===== config.mk =====
export PLATFORM = sky130hd
export DESIGN_NAME = glyph_5x7_rectangle_generator_top
export DESIGN_NICKNAME = d
export VERILOG_FILES = /design/src/rtl/core/g5r_pkg.sv /design/src/rtl/core/g5r_cell_walk.sv /design/src/rtl/core/g5r_emit.sv /design/src/rtl/core/glyph_5x7_rectangle_generator_top.sv
export SDC_FILE = /design/constraint.sdc
export NUM_CORES = 1
export LEC_CHECK = 0
export ABC_AREA = 1
export BUFFER_PORTS_ARGS = -buffer_cell sky130_fd_sc_hd__buf_4
export CORE_ASPECT_RATIO = 0.6
export CORE_MARGIN = 5
export CORE_UTILIZATION = 55
export CTS_BUF_LIST = sky130_fd_sc_hd__clkbuf_4
export CTS_CLUSTER_DIAMETER = 100
export DETAILED_ROUTE_END_ITERATION = 16
export PLACE_DENSITY = 0.77
export REMOVE_ABC_BUFFERS = 1
export SYNTH_ARGS = -nofsm -noshare
export SYNTH_HDL_FRONTEND = slang
export SYNTH_MEMORY_MAX_BITS = 65536
export SYNTH_SLANG_ARGS = --single-unit

===== constraint.sdc =====
create_clock -name clk -period 3.9 [get_ports clk]
set_clock_uncertainty 0.2 [all_clocks]
set_input_delay 0.78 -clock clk [delete_from_list [all_inputs] [get_ports clk]]
set_output_delay 0.78 -clock clk [all_outputs]
set_load 0.02 [all_outputs]

===== src/rtl/core/g5r_pkg.sv =====
package g5r_pkg;

    localparam int SCREEN_WIDTH_DEF  = 320;
    localparam int SCREEN_HEIGHT_DEF = 480;

    localparam int GLYPH_ROWS  = 7;
    localparam int GLYPH_COLS  = 5;
    localparam int GLYPH_CELLS = GLYPH_ROWS * GLYPH_COLS;

    // cursor advance in glyph cells per character
    localparam int ADVANCE_CELLS = 6;

    typedef struct packed {
        logic [7:0]  char_code;
        logic        restart;
        logic [15:0] start_x;
        logic [15:0] row_y;
        logic [15:0] color;
        logic [7:0]  scale;
    } in_req_t;

    typedef struct packed {
        logic [8:0]  rect_x;
        logic [8:0]  rect_y;
        logic [7:0]  rect_w;
        logic [7:0]  rect_h;
        logic [15:0] rect_color;
        logic        last;
    } out_req_t;

    // walker to emitter control
    typedef struct packed {
        logic sq_valid;
        logic flush;
    } walk_ctrl_t;

    typedef enum logic [1:0] {
        ST_IDLE,
        ST_LOOK,
        ST_WALK,
        ST_DONE
    } walk_state_t;

    // glyph rows packed top row first, bit 4 of each row is the leftmost column
    function automatic logic [GLYPH_CELLS-1:0] glyph_bits(input logic [7:0] code);
        logic [GLYPH_CELLS-1:0] bits;
        case (code)
            8'h41: bits = {5'h0E, 5'h11, 5'h11, 5'h1F, 5'h11, 5'h11, 5'h11}; // A
            8'h42: bits = {5'h1E, 5'h11, 5'h11, 5'h1E, 5'h11, 5'h11, 5'h1E}; // B
            8'h43: bits = {5'h0E, 5'h11, 5'h10, 5'h10, 5'h10, 5'h11, 5'h0E}; // C
            8'h44: bits = {5'h1E, 5'h11, 5'h11, 5'h11, 5'h11, 5'h11, 5'h1E}; // D
            8'h45: bits = {5'h1F, 5'h10, 5'h10, 5'h1E, 5'h10, 5'h10, 5'h1F}; // E
            8'h46: bits = {5'h1F, 5'h10, 5'h10, 5'h1E, 5'h10, 5'h10, 5'h10}; // F
            8'h47: bits = {5'h0E, 5'h11, 5'h10, 5'h17, 5'h11, 5'h11, 5'h0E}; // G
            8'h48: bits = {5'h11, 5'h11, 5'h11, 5'h1F, 5'h11, 5'h11, 5'h11}; // H
            8'h49: bits = {5'h0E, 5'h04, 5'h04, 5'h04, 5'h04, 5'h04, 5'h0E}; // I
            8'h4B: bits = {5'h11, 5'h12, 5'h14, 5'h18, 5'h14, 5'h12, 5'h11}; // K
            8'h4C: bits = {5'h10, 5'h10, 5'h10, 5'h10, 5'h10, 5'h10, 5'h1F}; // L
            8'h4D: bits = {5'h11, 5'h1B, 5'h15, 5'h15, 5'h11, 5'h11, 5'h11}; // M
            8'h4E: bits = {5'h11, 5'h19, 5'h19, 5'h15, 5'h13, 5'h13, 5'h11}; // N
            8'h4F: bits = {5'h0E, 5'h11, 5'h11, 5'h11, 5'h11, 5'h11, 5'h0E}; // O
            8'h50: bits = {5'h1E, 5'h11, 5'h11, 5'h1E, 5'h10, 5'h10, 5'h10}; // P
            8'h52: bits = {5'h1E, 5'h11, 5'h11, 5'h1E, 5'h14, 5'h12, 5'h11}; // R
            8'h53: bits = {5'h0F, 5'h10, 5'h10, 5'h0E, 5'h01, 5'h01, 5'h1E}; // S
            8'h54: bits = {5'h1F, 5'h04, 5'h04, 5'h04, 5'h04, 5'h04, 5'h04}; // T
            8'h55: bits = {5'h11, 5'h11, 5'h11, 5'h11, 5'h11, 5'h11, 5'h0E}; // U
            8'h56: bits = {5'h11, 5'h11, 5'h11, 5'h11, 5'h11, 5'h0A, 5'h04}; // V
            8'h59: bits = {5'h11, 5'h11, 5'h0A, 5'h04, 5'h04, 5'h04, 5'h04}; // Y
            8'h61: bits = {5'h00, 5'h00, 5'h0E, 5'h01, 5'h0F, 5'h11, 5'h0F}; // a
            8'h62: bits = {5'h10, 5'h10, 5'h1E, 5'h11, 5'h11, 5'h11, 5'h1E}; // b
            8'h63: bits = {5'h00, 5'h00, 5'h0E, 5'h10, 5'h10, 5'h10, 5'h0E}; // c
            8'h64: bits = {5'h01, 5'h01, 5'h0D, 5'h13, 5'h11, 5'h11, 5'h0F}; // d
            8'h65: bits = {5'h00, 5'h00, 5'h0E, 5'h11, 5'h1F, 5'h10, 5'h0E}; // e
            8'h66: bits = {5'h06, 5'h08, 5'h08, 5'h1E, 5'h08, 5'h08, 5'h08}; // f
            8'h67: bits = {5'h00, 5'h00, 5'h0F, 5'h11, 5'h0F, 5'h01, 5'h0E}; // g
            8'h68: bits = {5'h10, 5'h10, 5'h1E, 5'h11, 5'h11, 5'h11, 5'h11}; // h
            8'h69: bits = {5'h04, 5'h00, 5'h0C, 5'h04, 5'h04, 5'h04, 5'h0E}; // i
            8'h6B: bits = {5'h10, 5'h10, 5'h12, 5'h14, 5'h18, 5'h14, 5'h12}; // k
            8'h6C: bits = {5'h0C, 5'h04, 5'h04, 5'h04, 5'h04, 5'h04, 5'h0E}; // l
            8'h6D: bits = {5'h00, 5'h00, 5'h1A, 5'h15, 5'h15, 5'h11, 5'h11}; // m
            8'h6E: bits = {5'h00, 5'h00, 5'h1A, 5'h15, 5'h11, 5'h11, 5'h11}; // n
            8'h6F: bits = {5'h00, 5'h00, 5'h0E, 5'h11, 5'h11, 5'h11, 5'h0E}; // o
            8'h70: bits = {5'h00, 5'h00, 5'h1E, 5'h11, 5'h1E, 5'h10, 5'h10}; // p
            8'h72: bits = {5'h00, 5'h00, 5'h16, 5'h19, 5'h10, 5'h10, 5'h10}; // r
            8'h73: bits = {5'h00, 5'h00, 5'h0F, 5'h10, 5'h0E, 5'h01, 5'h1E}; // s
            8'h74: bits = {5'h08, 5'h08, 5'h1C, 5'h08, 5'h08, 5'h09, 5'h06}; // t
            8'h75: bits = {5'h00, 5'h00, 5'h11, 5'h11, 5'h11, 5'h13, 5'h0D}; // u
            8'h76: bits = {5'h00, 5'h00, 5'h11, 5'h11, 5'h11, 5'h0A, 5'h04}; // v
            8'h77: bits = {5'h00, 5'h00, 5'h11, 5'h11, 5'h15, 5'h15, 5'h0A}; // w
            8'h79: bits = {5'h00, 5'h00, 5'h11, 5'h11, 5'h0F, 5'h01, 5'h0E}; // y
            8'h30: bits = {5'h0E, 5'h13, 5'h15, 5'h15, 5'h19, 5'h11, 5'h0E}; // 0
            8'h31: bits = {5'h04, 5'h0C, 5'h04, 5'h04, 5'h04, 5'h04, 5'h0E}; // 1
            8'h32: bits = {5'h0E, 5'h11, 5'h01, 5'h02, 5'h04, 5'h08, 5'h1F}; // 2
            8'h33: bits = {5'h1E, 5'h01, 5'h01, 5'h0E, 5'h01, 5'h01, 5'h1E}; // 3
            8'h34: bits = {5'h02, 5'h06, 5'h0A, 5'h12, 5'h1F, 5'h02, 5'h02}; // 4
            8'h35: bits = {5'h1F, 5'h10, 5'h10, 5'h1E, 5'h01, 5'h01, 5'h1E}; // 5
            8'h36: bits = {5'h06, 5'h08, 5'h10, 5'h1E, 5'h11, 5'h11, 5'h0E}; // 6
            8'h37: bits = {5'h1F, 5'h01, 5'h02, 5'h04, 5'h08, 5'h08, 5'h08}; // 7
            8'h38: bits = {5'h0E, 5'h11, 5'h11, 5'h0E, 5'h11, 5'h11, 5'h0E}; // 8
            8'h3A: bits = {5'h00, 5'h04, 5'h04, 5'h00, 5'h04, 5'h04, 5'h00}; // colon
            8'h2D: bits = {5'h00, 5'h00, 5'h00, 5'h1F, 5'h00, 5'h00, 5'h00}; // minus
            8'h3E: bits = {5'h10, 5'h08, 5'h04, 5'h02, 5'h04, 5'h08, 5'h10}; // greater
            8'h28: bits = {5'h02, 5'h04, 5'h08, 5'h08, 5'h08, 5'h04, 5'h02}; // open paren
            8'h29: bits = {5'h08, 5'h04, 5'h02, 5'h02, 5'h02, 5'h04, 5'h08}; // close paren
            default: bits = '0; // unmapped code, blank glyph
        endcase
        return bits;
    endfunction

endpackage


===== src/rtl/core/g5r_cell_walk.sv =====
module g5r_cell_walk #(
    parameter int SCREEN_WIDTH  = g5r_pkg::SCREEN_WIDTH_DEF,
    parameter int SCREEN_HEIGHT = g5r_pkg::SCREEN_HEIGHT_DEF
) (
    input  logic                clk,
    input  logic                rst_n,
    input  logic                in_valid,
    output logic                in_ready,
    input  g5r_pkg::in_req_t    in_data,
    output g5r_pkg::walk_ctrl_t ctrl,
    output g5r_pkg::out_req_t   sq,
    input  logic                can_take
);

    localparam logic [16:0] SCR_W    = 17'(SCREEN_WIDTH);
    localparam logic [16:0] SCR_H    = 17'(SCREEN_HEIGHT);
    localparam logic [2:0]  LAST_COL = 3'(g5r_pkg::GLYPH_COLS - 1);
    localparam logic [2:0]  LAST_ROW = 3'(g5r_pkg::GLYPH_ROWS - 1);

    g5r_pkg::walk_state_t state_reg, state_next;

    logic [15:0] cursor_reg, cursor_next;
    logic [15:0] base_x_reg, base_x_next;
    logic [15:0] x_acc_reg, x_acc_next;
    logic [15:0] y_acc_reg, y_acc_next;
    logic [15:0] color_reg, color_next;
    logic [7:0]  scale_reg, scale_next;
    logic [7:0]  code_reg, code_next;
    logic [g5r_pkg::GLYPH_CELLS-1:0] bitmap_reg, bitmap_next;
    logic [2:0]  row_reg, row_next;
    logic [2:0]  col_reg, col_next;

    logic        accept;
    logic [15:0] load_x;
    logic [15:0] advance;
    logic [16:0] px_ext, py_ext, sum_x, sum_y;
    logic [15:0] step_sum;
    logic        visible;
    logic        step;
    logic        end_cell;

    assign accept = in_valid && in_ready;
    assign load_x = in_data.restart ? in_data.start_x : cursor_reg;
    // 6*scale as 4*scale + 2*scale
    assign advance = {6'd0, in_data.scale, 2'd0} + {7'd0, in_data.scale, 1'd0};

    // one adder steps x along a row, or y at the end of the row
    assign step_sum = ((col_reg == LAST_COL) ? y_acc_reg : x_acc_reg) + {8'd0, scale_reg};

    // clip check on the current cell
    assign px_ext  = {1'b0, x_acc_reg};
    assign py_ext  = {1'b0, y_acc_reg};
    assign sum_x   = px_ext + {9'd0, scale_reg};
    assign sum_y   = py_ext + {9'd0, scale_reg};
    assign visible = bitmap_reg[g5r_pkg::GLYPH_CELLS-1] && (scale_reg != 8'd0)
                     && (px_ext < SCR_W) && (py_ext < SCR_H);
    assign step     = !visible || can_take;
    assign end_cell = (row_reg == LAST_ROW) && (col_reg == LAST_COL);

    always_comb
    begin
        state_next = state_reg;
        case (state_reg)
            g5r_pkg::ST_IDLE:
            begin
                if (accept)
                begin
                    state_next = g5r_pkg::ST_LOOK;
                end
            end
            g5r_pkg::ST_LOOK:
            begin
                state_next = g5r_pkg::ST_WALK;
            end
            g5r_pkg::ST_WALK:
            begin
                if (step && end_cell)
                begin
                    state_next = g5r_pkg::ST_DONE;
                end
            end
            g5r_pkg::ST_DONE:
            begin
                if (can_take)
                begin
                    state_next = g5r_pkg::ST_IDLE;
                end
            end
            default:
            begin
                state_next = g5r_pkg::ST_IDLE;
            end
        endcase
    end

    always_comb
    begin
        in_ready      = 1'b0;
        ctrl.sq_valid = 1'b0;
        ctrl.flush    = 1'b0;
        case (state_reg)
            g5r_pkg::ST_IDLE: in_ready      = 1'b1;
            g5r_pkg::ST_WALK: ctrl.sq_valid = visible;
            g5r_pkg::ST_DONE: ctrl.flush    = 1'b1;
            default:
            begin
                in_ready = 1'b0;
            end
        endcase
    end

    always_comb
    begin
        sq.rect_x     = x_acc_reg[8:0];
        sq.rect_y     = y_acc_reg[8:0];
        sq.rect_w     = (sum_x > SCR_W) ? 8'(SCR_W - px_ext) : scale_reg;
        sq.rect_h     = (sum_y > SCR_H) ? 8'(SCR_H - py_ext) : scale_reg;
        sq.rect_color = color_reg;
        sq.last       = 1'b0;
    end

    always_comb
    begin
        cursor_next = cursor_reg;
        base_x_next = base_x_reg;
        x_acc_next  = x_acc_reg;
        y_acc_next  = y_acc_reg;
        color_next  = color_reg;
        scale_next  = scale_reg;
        code_next   = code_reg;
        bitmap_next = bitmap_reg;
        row_next    = row_reg;
        col_next    = col_reg;
        if (accept)
        begin
            cursor_next = load_x + advance;
            base_x_next = load_x;
            x_acc_next  = load_x;
            y_acc_next  = in_data.row_y;
            color_next  = in_data.color;
            scale_next  = in_data.scale;
            code_next   = in_data.char_code;
        end
        if (state_reg == g5r_pkg::ST_LOOK)
        begin
            bitmap_next = g5r_pkg::glyph_bits(code_reg);
            row_next    = '0;
            col_next    = '0;
        end
        if ((state_reg == g5r_pkg::ST_WALK) && step)
        begin
            bitmap_next = {bitmap_reg[g5r_pkg::GLYPH_CELLS-2:0], 1'b0};
            if (col_reg == LAST_COL)
            begin
                col_next   = '0;
                row_next   = row_reg + 3'd1;
                x_acc_next = base_x_reg;
                y_acc_next = step_sum;
            end
            else
            begin
                col_next   = col_reg + 3'd1;
                x_acc_next = step_sum;
            end
        end
    end

    always_ff @(posedge clk or negedge rst_n)
    begin
        if (!rst_n)
        begin
            state_reg  <= g5r_pkg::ST_IDLE;
            cursor_reg <= '0;
        end
        else
        begin
            state_reg  <= state_next;
            cursor_reg <= cursor_next;
        end
    end

    always_ff @(posedge clk)
    begin
        base_x_reg <= base_x_next;
        x_acc_reg  <= x_acc_next;
        y_acc_reg  <= y_acc_next;
        color_reg  <= color_next;
        scale_reg  <= scale_next;
        code_reg   <= code_next;
        bitmap_reg <= bitmap_next;
        row_reg    <= row_next;
        col_reg    <= col_next;
    end

endmodule


===== src/rtl/core/g5r_emit.sv =====
module g5r_emit (
    input  logic                clk,
    input  logic                rst_n,
    input  g5r_pkg::walk_ctrl_t ctrl,
    input  g5r_pkg::out_req_t   sq,
    output logic                can_take,
    output logic                out_valid,
    input  logic                out_ready,
    output g5r_pkg::out_req_t   out_data
);

    logic              pend_valid_reg, pend_valid_next;
    logic              out_valid_reg, out_valid_next;
    g5r_pkg::out_req_t pend_reg, pend_next;
    g5r_pkg::out_req_t out_reg, out_next;
    logic              out_free;

    assign out_free  = !out_valid_reg || out_ready;
    assign can_take  = !pend_valid_reg || out_free;
    assign out_valid = out_valid_reg;
    assign out_data  = out_reg;

    // one square is held back until the next one or the end of the glyph
    // shows whether it is the last
    always_comb
    begin
        pend_valid_next = pend_valid_reg;
        out_valid_next  = out_valid_reg && !out_ready;
        pend_next       = pend_reg;
        out_next        = out_reg;
        if (ctrl.sq_valid && can_take)
        begin
            if (pend_valid_reg)
            begin
                out_next       = pend_reg;
                out_next.last  = 1'b0;
                out_valid_next = 1'b1;
            end
            pend_next       = sq;
            pend_valid_next = 1'b1;
        end
        else if (ctrl.flush && can_take)
        begin
            if (pend_valid_reg)
            begin
                out_next       = pend_reg;
                out_next.last  = 1'b1;
                out_valid_next = 1'b1;
            end
            pend_valid_next = 1'b0;
        end
    end

    always_ff @(posedge clk or negedge rst_n)
    begin
        if (!rst_n)
        begin
            pend_valid_reg <= 1'b0;
            out_valid_reg  <= 1'b0;
        end
        else
        begin
            pend_valid_reg <= pend_valid_next;
            out_valid_reg  <= out_valid_next;
        end
    end

    always_ff @(posedge clk)
    begin
        pend_reg <= pend_next;
        out_reg  <= out_next;
    end

endmodule


===== src/rtl/core/glyph_5x7_rectangle_generator_top.sv =====
// Character to filled-square generator for a 5x7 font. Each request carries one
// character; restart loads the text cursor from start_x before drawing, and the
// cursor then moves right by 6*scale after the character (modulo 65536). After
// the glyph lookup, a sequencer walks the 35 glyph cells in row-major order,
// one cell per cycle while the output side keeps up, stepping x and y by scale
// through one shared adder and clipping each lit cell against SCREEN_WIDTH x
// SCREEN_HEIGHT. A new request is accepted only once the previous one has gone
// through accept, lookup, the 35 cells and the end-of-glyph flush; a visible
// square or the flush that finds the output side full holds the sequencer.
// Dropped squares (off screen or scale zero) are still walked like any other cell.
// One square is held back so the final square of a character leaves with last
// set; a character with no visible squares produces no output at all but still
// moves the cursor. A finished square waits in the output register without
// holding up the start of the next character.
module glyph_5x7_rectangle_generator_top #(
    parameter int SCREEN_WIDTH  = g5r_pkg::SCREEN_WIDTH_DEF,
    parameter int SCREEN_HEIGHT = g5r_pkg::SCREEN_HEIGHT_DEF
) (
    input  logic              clk,
    input  logic              rst_n,
    input  logic              in_valid,
    output logic              in_ready,
    input  g5r_pkg::in_req_t  in_data,
    output logic              out_valid,
    input  logic              out_ready,
    output g5r_pkg::out_req_t out_data
);

    // walker to emitter: candidate square and end-of-glyph flush
    g5r_pkg::walk_ctrl_t ctrl;
    g5r_pkg::out_req_t   sq;
    // emitter can absorb a square or flush this cycle
    logic                can_take;

    g5r_cell_walk #(
        .SCREEN_WIDTH  (SCREEN_WIDTH),
        .SCREEN_HEIGHT (SCREEN_HEIGHT)
    ) u_walk (
        .clk      (clk),
        .rst_n    (rst_n),
        .in_valid (in_valid),
        .in_ready (in_ready),
        .in_data  (in_data),
        .ctrl     (ctrl),
        .sq       (sq),
        .can_take (can_take)
    );

    g5r_emit u_emit (
        .clk       (clk),
        .rst_n     (rst_n),
        .ctrl      (ctrl),
        .sq        (sq),
        .can_take  (can_take),
        .out_valid (out_valid),
        .out_ready (out_ready),
        .out_data  (out_data)
    );

endmodule


==> metrics, run 1 <==
Yosys warnings=0; I/O Buffers=121; final core utilization=0.6647; Cells after DPL=around 2300; fin crit share=0.9567; Worst Setup End Kind=flop; Logic pwr share=0.506; switching fraction of total power=0.4736; Clk Latency, worst-skew pair=roughly 0.74 ns; largest cells by area after synthesis=edfxtp_1 39%, nand2_1 14%, dfxtp_1 7.2%; fin. max-slew vios=0; Worst EP arrival=4.11 ns; most common cell in the netlist=nand2_1; Mapped Area=around 15000 um^2; width of the chip=about 230 um; GP Congestion=1.153; final non-filler cell area=between 15000 and 20000 um^2; Startpoint Class=flop; HP Class=input pin to flop; worst setup margin=0.1689 ns; Pwr Total=14.98 mW; clock power share=0.174; fin cells=approximately 2500; status=completed; Post-DP HPWL=~43000 um; # Max-Cap Violations=0; vias in the first global route=about 14000; Slew @ Worst Pin=1.030 ns; internal power=about 8 mW; synth cell count leaders=572 x nand2_1, 202 x edfxtp_1, 171 x nand3_1; Seq cells post-synth=~280; WHS Path Cells=1; Core Footprint=between 20000 and 30000 um^2; layout cells sized above 1=0.1845; net switching power=roughly 7 mW; H-tree levels=3; synthesized area per cell=8.522 um^2; Largest delay share family, worst path=simple AND/OR/NAND/NOR gates; Nets=2196; Starting DRT DRC Count=between 2000 and 2500; Post-synth ARST share=0.07220; hold buffers post-CTS=21; first-pass GRT wire length=around 83000 um; cells along the critical path=inv_1, ha_1, nand2_1, buf_4, o21ai_0, ha_1, nand3_1, nand2_1, a21oi_1, o21ai_0, nand2_1, nand2_1, xor2_1, nand2_1, nand3_1; Max VDD drop=~0.44 mV; CTS Buf Count=69; # resized after CTS=0; FP Rows=47; Slowest-stage cell, CP=edfxtp_1; IO Count=about 120; Remaining DRCs=0; chip height=roughly 140 um; First-pass DRT Iterations=6; Critical Path Fanout Max=23; Sequential Power Share=0.320; CP Depth=15; total gr overflow=0; gr usage total=0.3512; initial antenna violation count=3; max_slew headroom=0.3131; Synth area leader=edfxtp_1; postcts setup bufs=0; Via density=roughly 6; Setup CP Type=flop to flop; pin count of the biggest net entering global routing=81; via count=14618; Setup violations, final=0; R2R cell count=15; Max Freq=about 0.27 GHz; Post-DP Area=about 17000 um^2; crit-path max cell delay=between 0.3 and 0.4 ns; Netlist cell types=55; final hold vios=0; number of synthesized flops with an enable pin=a little over 200; clock buffer depth=3; Initial Utilization=0.5574; Top cell by count, worst path=nand2_1; sequential area share after synthesis=0.4987; Leak=8.365 nW; area delta synth->final=19.26%; PwrDens=approximately 820 nW/um^2; total die area=roughly 32000 um^2; post-route ant nets=0; DP Worst Slack=0.08379 ns; post-synth top area share=0.3946; ys flop type=edfxtp_1; cells after synthesis=about 1800; WL final=56330 um; routed len/inst=about 23 um; fin crit period=3.731 ns; Worst Path Buf+Inv=2; Clock Root Buffer=clkbuf_4; CTS tree=yes; CTS clock-pin slew for the worst setup and hold paths=0.08 ns; CTS sink count=roughly 280; CP required=roughly 4.3 ns
==> cell type report <==
class	count	area, um^2
flip-flops and latches	277	7667
clock inverters	20	133.9
repair buffers	228	1829
inverters	182	684.4
well taps	367	459.2
clock buffers	106	795.8
multi-input cells	1295	6761
diodes	1	2.502
fillers	2167	9246
==> per-stage QoR <==
step	TNS [ns]	hold WS, ns
finish	0	0.04661
global route	-0.0003042	0.006230
CTS	0	0.01087
detailed placement	0	0.2045
global placement	0	0.2011
floorplan	-8.951	0.2003
==> worst register-to-register path, delay by kind of cell (launching register included) <==
family	cells	cell delay (ns)
and+or+nand+nor	7	1.06
buffers and inverters	2	0.43
xor gates and xnor gates	1	0.30
DFF	1	0.38
adders and majority gates	2	0.57
AOI/OAI and AO/OA	3	0.64
==> cell families after synthesis <==
family / share of synthesized area
AOI/OAI and AO/OA: 0.09294
xor gates and xnor gates: 0.02507
adders and majority gates: 0.06316
buffers and inverters: 0.06275
DFF: 0.4987
muxes: 0.004395
and+or+nand+nor: 0.2530
==> routing by layer <==
metal	wire length, um	part of all wire	track usage	vias up
met2	20690	0.37	0.4403	1044
met4	1116	0.020	0.05792	0
li1	-	-	-	6612
met1	24500	0.43	0.5417	6826
met3	10020	0.18	0.1831	136
met5	0	0	0	-
==> power groups by stage <==
stage          logic, mW  clock network, mW  registers (mW)
5_1_grt             8.14               2.80            4.83
6_report            7.58               2.61            4.80
3_3_place_gp        7.01                  0            4.76
4_1_cts             7.22               2.62            4.74
2_1_floorplan       4.48                  0            4.54
3_5_place_dp        7.13                  0            4.79
==> layout by cell type, fill, tap and decap left out, types with 4 or more instances in the layout <==
cell,netlist,routed
a21oi_1,55,55
a31oi_1,6,6
buf_12,0,5
buf_4,8,201
clkbuf_4,0,106
clkinv_1,0,11
clkinv_2,0,6
dfrtp_1,20,20
dfxtp_1,55,55
dlygate4sd3_1,0,22
edfxtp_1,202,202
fa_1,6,6
ha_1,68,68
inv_1,163,163
inv_2,19,20
mux2_2,6,6
nand2_1,572,572
nand2_2,10,10
nand3_1,171,171
nand4_1,13,13
nor2_1,101,97
nor2_2,7,9
nor2_4,4,6
nor3_1,22,22
nor4_1,4,4
o2111ai_1,6,6
o211ai_1,9,9
o21ai_0,94,94
o21ai_1,40,40
o21ai_2,4,4
o22ai_1,6,6
o31ai_1,5,5
or2_2,4,4
xnor2_1,17,17
xor2_1,27,27
==> path summary, 6_finish.rpt <==
kind | endpoint | startpoint | slack (ns)
max in group asynchronous | u_walk.cursor_reg[0] | rst_n | 2.91
worst min-delay path | u_walk.scale_reg[4] | in_data[4] | 0.05
worst min register to register | u_emit.pend_reg[13] | u_walk.color_reg[12] | 0.22
worst max register to register | u_walk.x_acc_reg[9] | u_walk.col_reg[0] | 0.17
min in group asynchronous | u_emit.out_valid | rst_n | 0.29
worst max-delay path | u_walk.x_acc_reg[9] | u_walk.col_reg[0] | 0.17
(Power assumes the default switching activity.)
==> run 2: changes to the inputs <==
--- a/config.mk
+++ b/config.mk
@@ -7,7 +7,6 @@
 export LEC_CHECK = 0
 export ABC_AREA = 1
 export BUFFER_PORTS_ARGS = -buffer_cell sky130_fd_sc_hd__buf_4
-export CORE_ASPECT_RATIO = 0.6
 export CORE_MARGIN = 5
 export CORE_UTILIZATION = 55
 export CTS_BUF_LIST = sky130_fd_sc_hd__clkbuf_4
==> metrics, run 2 (same netlist as run 1, synthesis figures left out) <==
status=completed; CTS clock-pin slew for the worst setup and hold paths=0.06 ns; IO Count=~120; M1 GR Usage=0.4094; chip height=177.2 um; CTS Buf Count=between 70 and 80; met3 GRT Util=0.08695; routed len/inst=around 19 um; via count=around 14000; Worst EP arrival=roughly 3.8 ns; layout cells sized above 1=0.1681; Remaining DRCs=0; RSZ-0062 raised after global routing=no; FP Rows=61; Worst Setup End Kind=flop; postcts setup bufs=0; PwrDens=782.0 nW/um^2; Startpoint Class=flop; clock buffer depth=3; fin. max-slew vios=0; Largest delay share family, worst path=simple AND/OR/NAND/NOR gates; First-pass DRT Iterations=6; gr usage total=0.2883; Setup violations, final=0; pin count of the biggest net entering global routing=85; most frequent cells in the layout=572 x nand2_1, 202 x edfxtp_1, 171 x nand3_1; Clock Root Buffer=clkbuf_4; hold buffers post-CTS=1; fin crit period=~3.5 ns; CTS sink count=between 200 and 300; max_slew headroom=0.3470; # resized after CTS=0; Max Freq=between 0.2 and 0.3 GHz; WHS Path Cells=1; Starting DRT DRC Count=around 1500; critical hold path startpoint=in_data[8]; Nets=2136; Hold Path Sink=u_walk.color_reg[0]; H-tree levels=3; initial antenna violation count=2; Initial Utilization=0.5549; Leak=between 8 and 9 nW; Setup CP Type=flop to flop; final core utilization=0.6410; Slew @ Worst Pin=just under 1 ns; area delta synth->final=15.52%; met2 Resource Use GR=0.4239; Pwr Total=13.89 mW; Via density=~5.6; WL final=about 45000 um; GP Congestion=approximately 1.1; post-route ant nets=0; crit-path max cell delay=around 0.41 ns; Hold Slack=roughly 0.061 ns; Clk Latency, worst-skew pair=approximately 0.69 ns; Slowest-stage cell, CP=dfrtp_1; total die area=31390 um^2; Worst Path Buf+Inv=5; final hold vios=0; cells along the critical path=inv_1, ha_1, nand2_2, clkinv_2, nand2_1, nand2_2, inv_1, ha_1, inv_1, nand2_1, nand2_1, inv_1, nand2_1, nand2_1, nand2_1, nand3_1, a22o_1; CP required=approximately 4.2 ns; Critical Path Fanout Max=15; Worst setup startpoint=u_walk.state_reg[0]; Post-DP HPWL=33800 um; I/O Buffers=121; fin crit share=0.9005; Top cell by count, worst path=nand2_1; most common cell after layout, fill and taps aside=nand2_1; Top Usage Layer GRT=met2; # Max-Cap Violations=0; total gr overflow=0; width of the chip=about 180 um; Max VDD drop=around 0.58 mV; CTS tree=yes; R2R setup slack=just under 0.4 ns; Reg-to-Reg Start=u_walk.state_reg[0]; vias in the first global route=around 13000; HP Class=input pin to flop; R2R cell count=17; Core Footprint=27710 um^2; DP Worst Slack=0.1089 ns; worst setup margin=0.3880 ns; first-pass GRT wire length=70880 um
## run 2: changes by cell type in the layout (fill, tap and decap cells not counted)
cell	previous run	this run
clkinv_2	6	2
clkinvlp_4	0	2
buf_4	201	165
bufinv_16	2	1
inv_8	0	3
inv_2	20	18
clkinv_1	11	15
buf_12	5	0
inv_6	0	1
dlygate4sd3_1	22	1
clkbuf_4	106	103
## run 2: area by class of cell
type                            count  area [um^2]
Antenna cell                        1        2.502
Sequential cell                   277         7667
Tap cell                          378        473.0
Timing Repair Buffer              166         1249
Clock inverter                     23        148.9
Multi-Input combinational cell   1295         6761
Clock buffer                      103        773.2
Fill cell                        2390         9946
Inverter                          182        684.4
## run 2: power breakdown
group	internal [mW]	total [mW]	switching, mW
sequential	4.18	4.78	0.601
clock	1.30	2.51	1.20
combinational	2.09	6.60	4.51
total	7.57	13.9	6.32
## run 2: how the worst max path moves through the flow
stage,end,slack [ns],cells past startpoint
after floorplan,flop,-0.34,15
after global placement,u_walk.cursor_reg[15],0.18,17
after detailed placement,u_walk.cursor_reg[15],0.11,17
after CTS,flop,0.46,17
after global routing,flop,0.13,17
final,flop,0.39,17
## run 2: worst reg2reg max path: stages (launching register included)
cell and delay [ns]:
dfrtp_1 0.41, inv_1 0.09, ha_1 0.26, nand2_2 0.28, clkinv_2 0.20, nand2_1 0.11
nand2_2 0.11, inv_1 0.17, ha_1 0.29, inv_1 0.13, nand2_1 0.17, nand2_1 0.27
inv_1 0.09, nand2_1 0.16, nand2_1 0.08, nand2_1 0.07, nand3_1 0.07, a22o_1 0.22
## run 2: routing by layer
layer	vias to the layer above	routed length, um	part of all wire
li1	6468	-	-
met1	6247	19690	0.44
met2	698	19000	0.42
met3	117	4973	0.11
met4	0	1351	0.030
met5	-	0	0
## run 2: metrics by stage
stage               TNS [ns]  area, um^2  instances
global route               0       17760       2425
global placement           0       16820       2297
floorplan             -8.951       15090       1754
CTS                        0       17760       2424
finish                     0       17760       2425
detailed placement         0       16820       2297
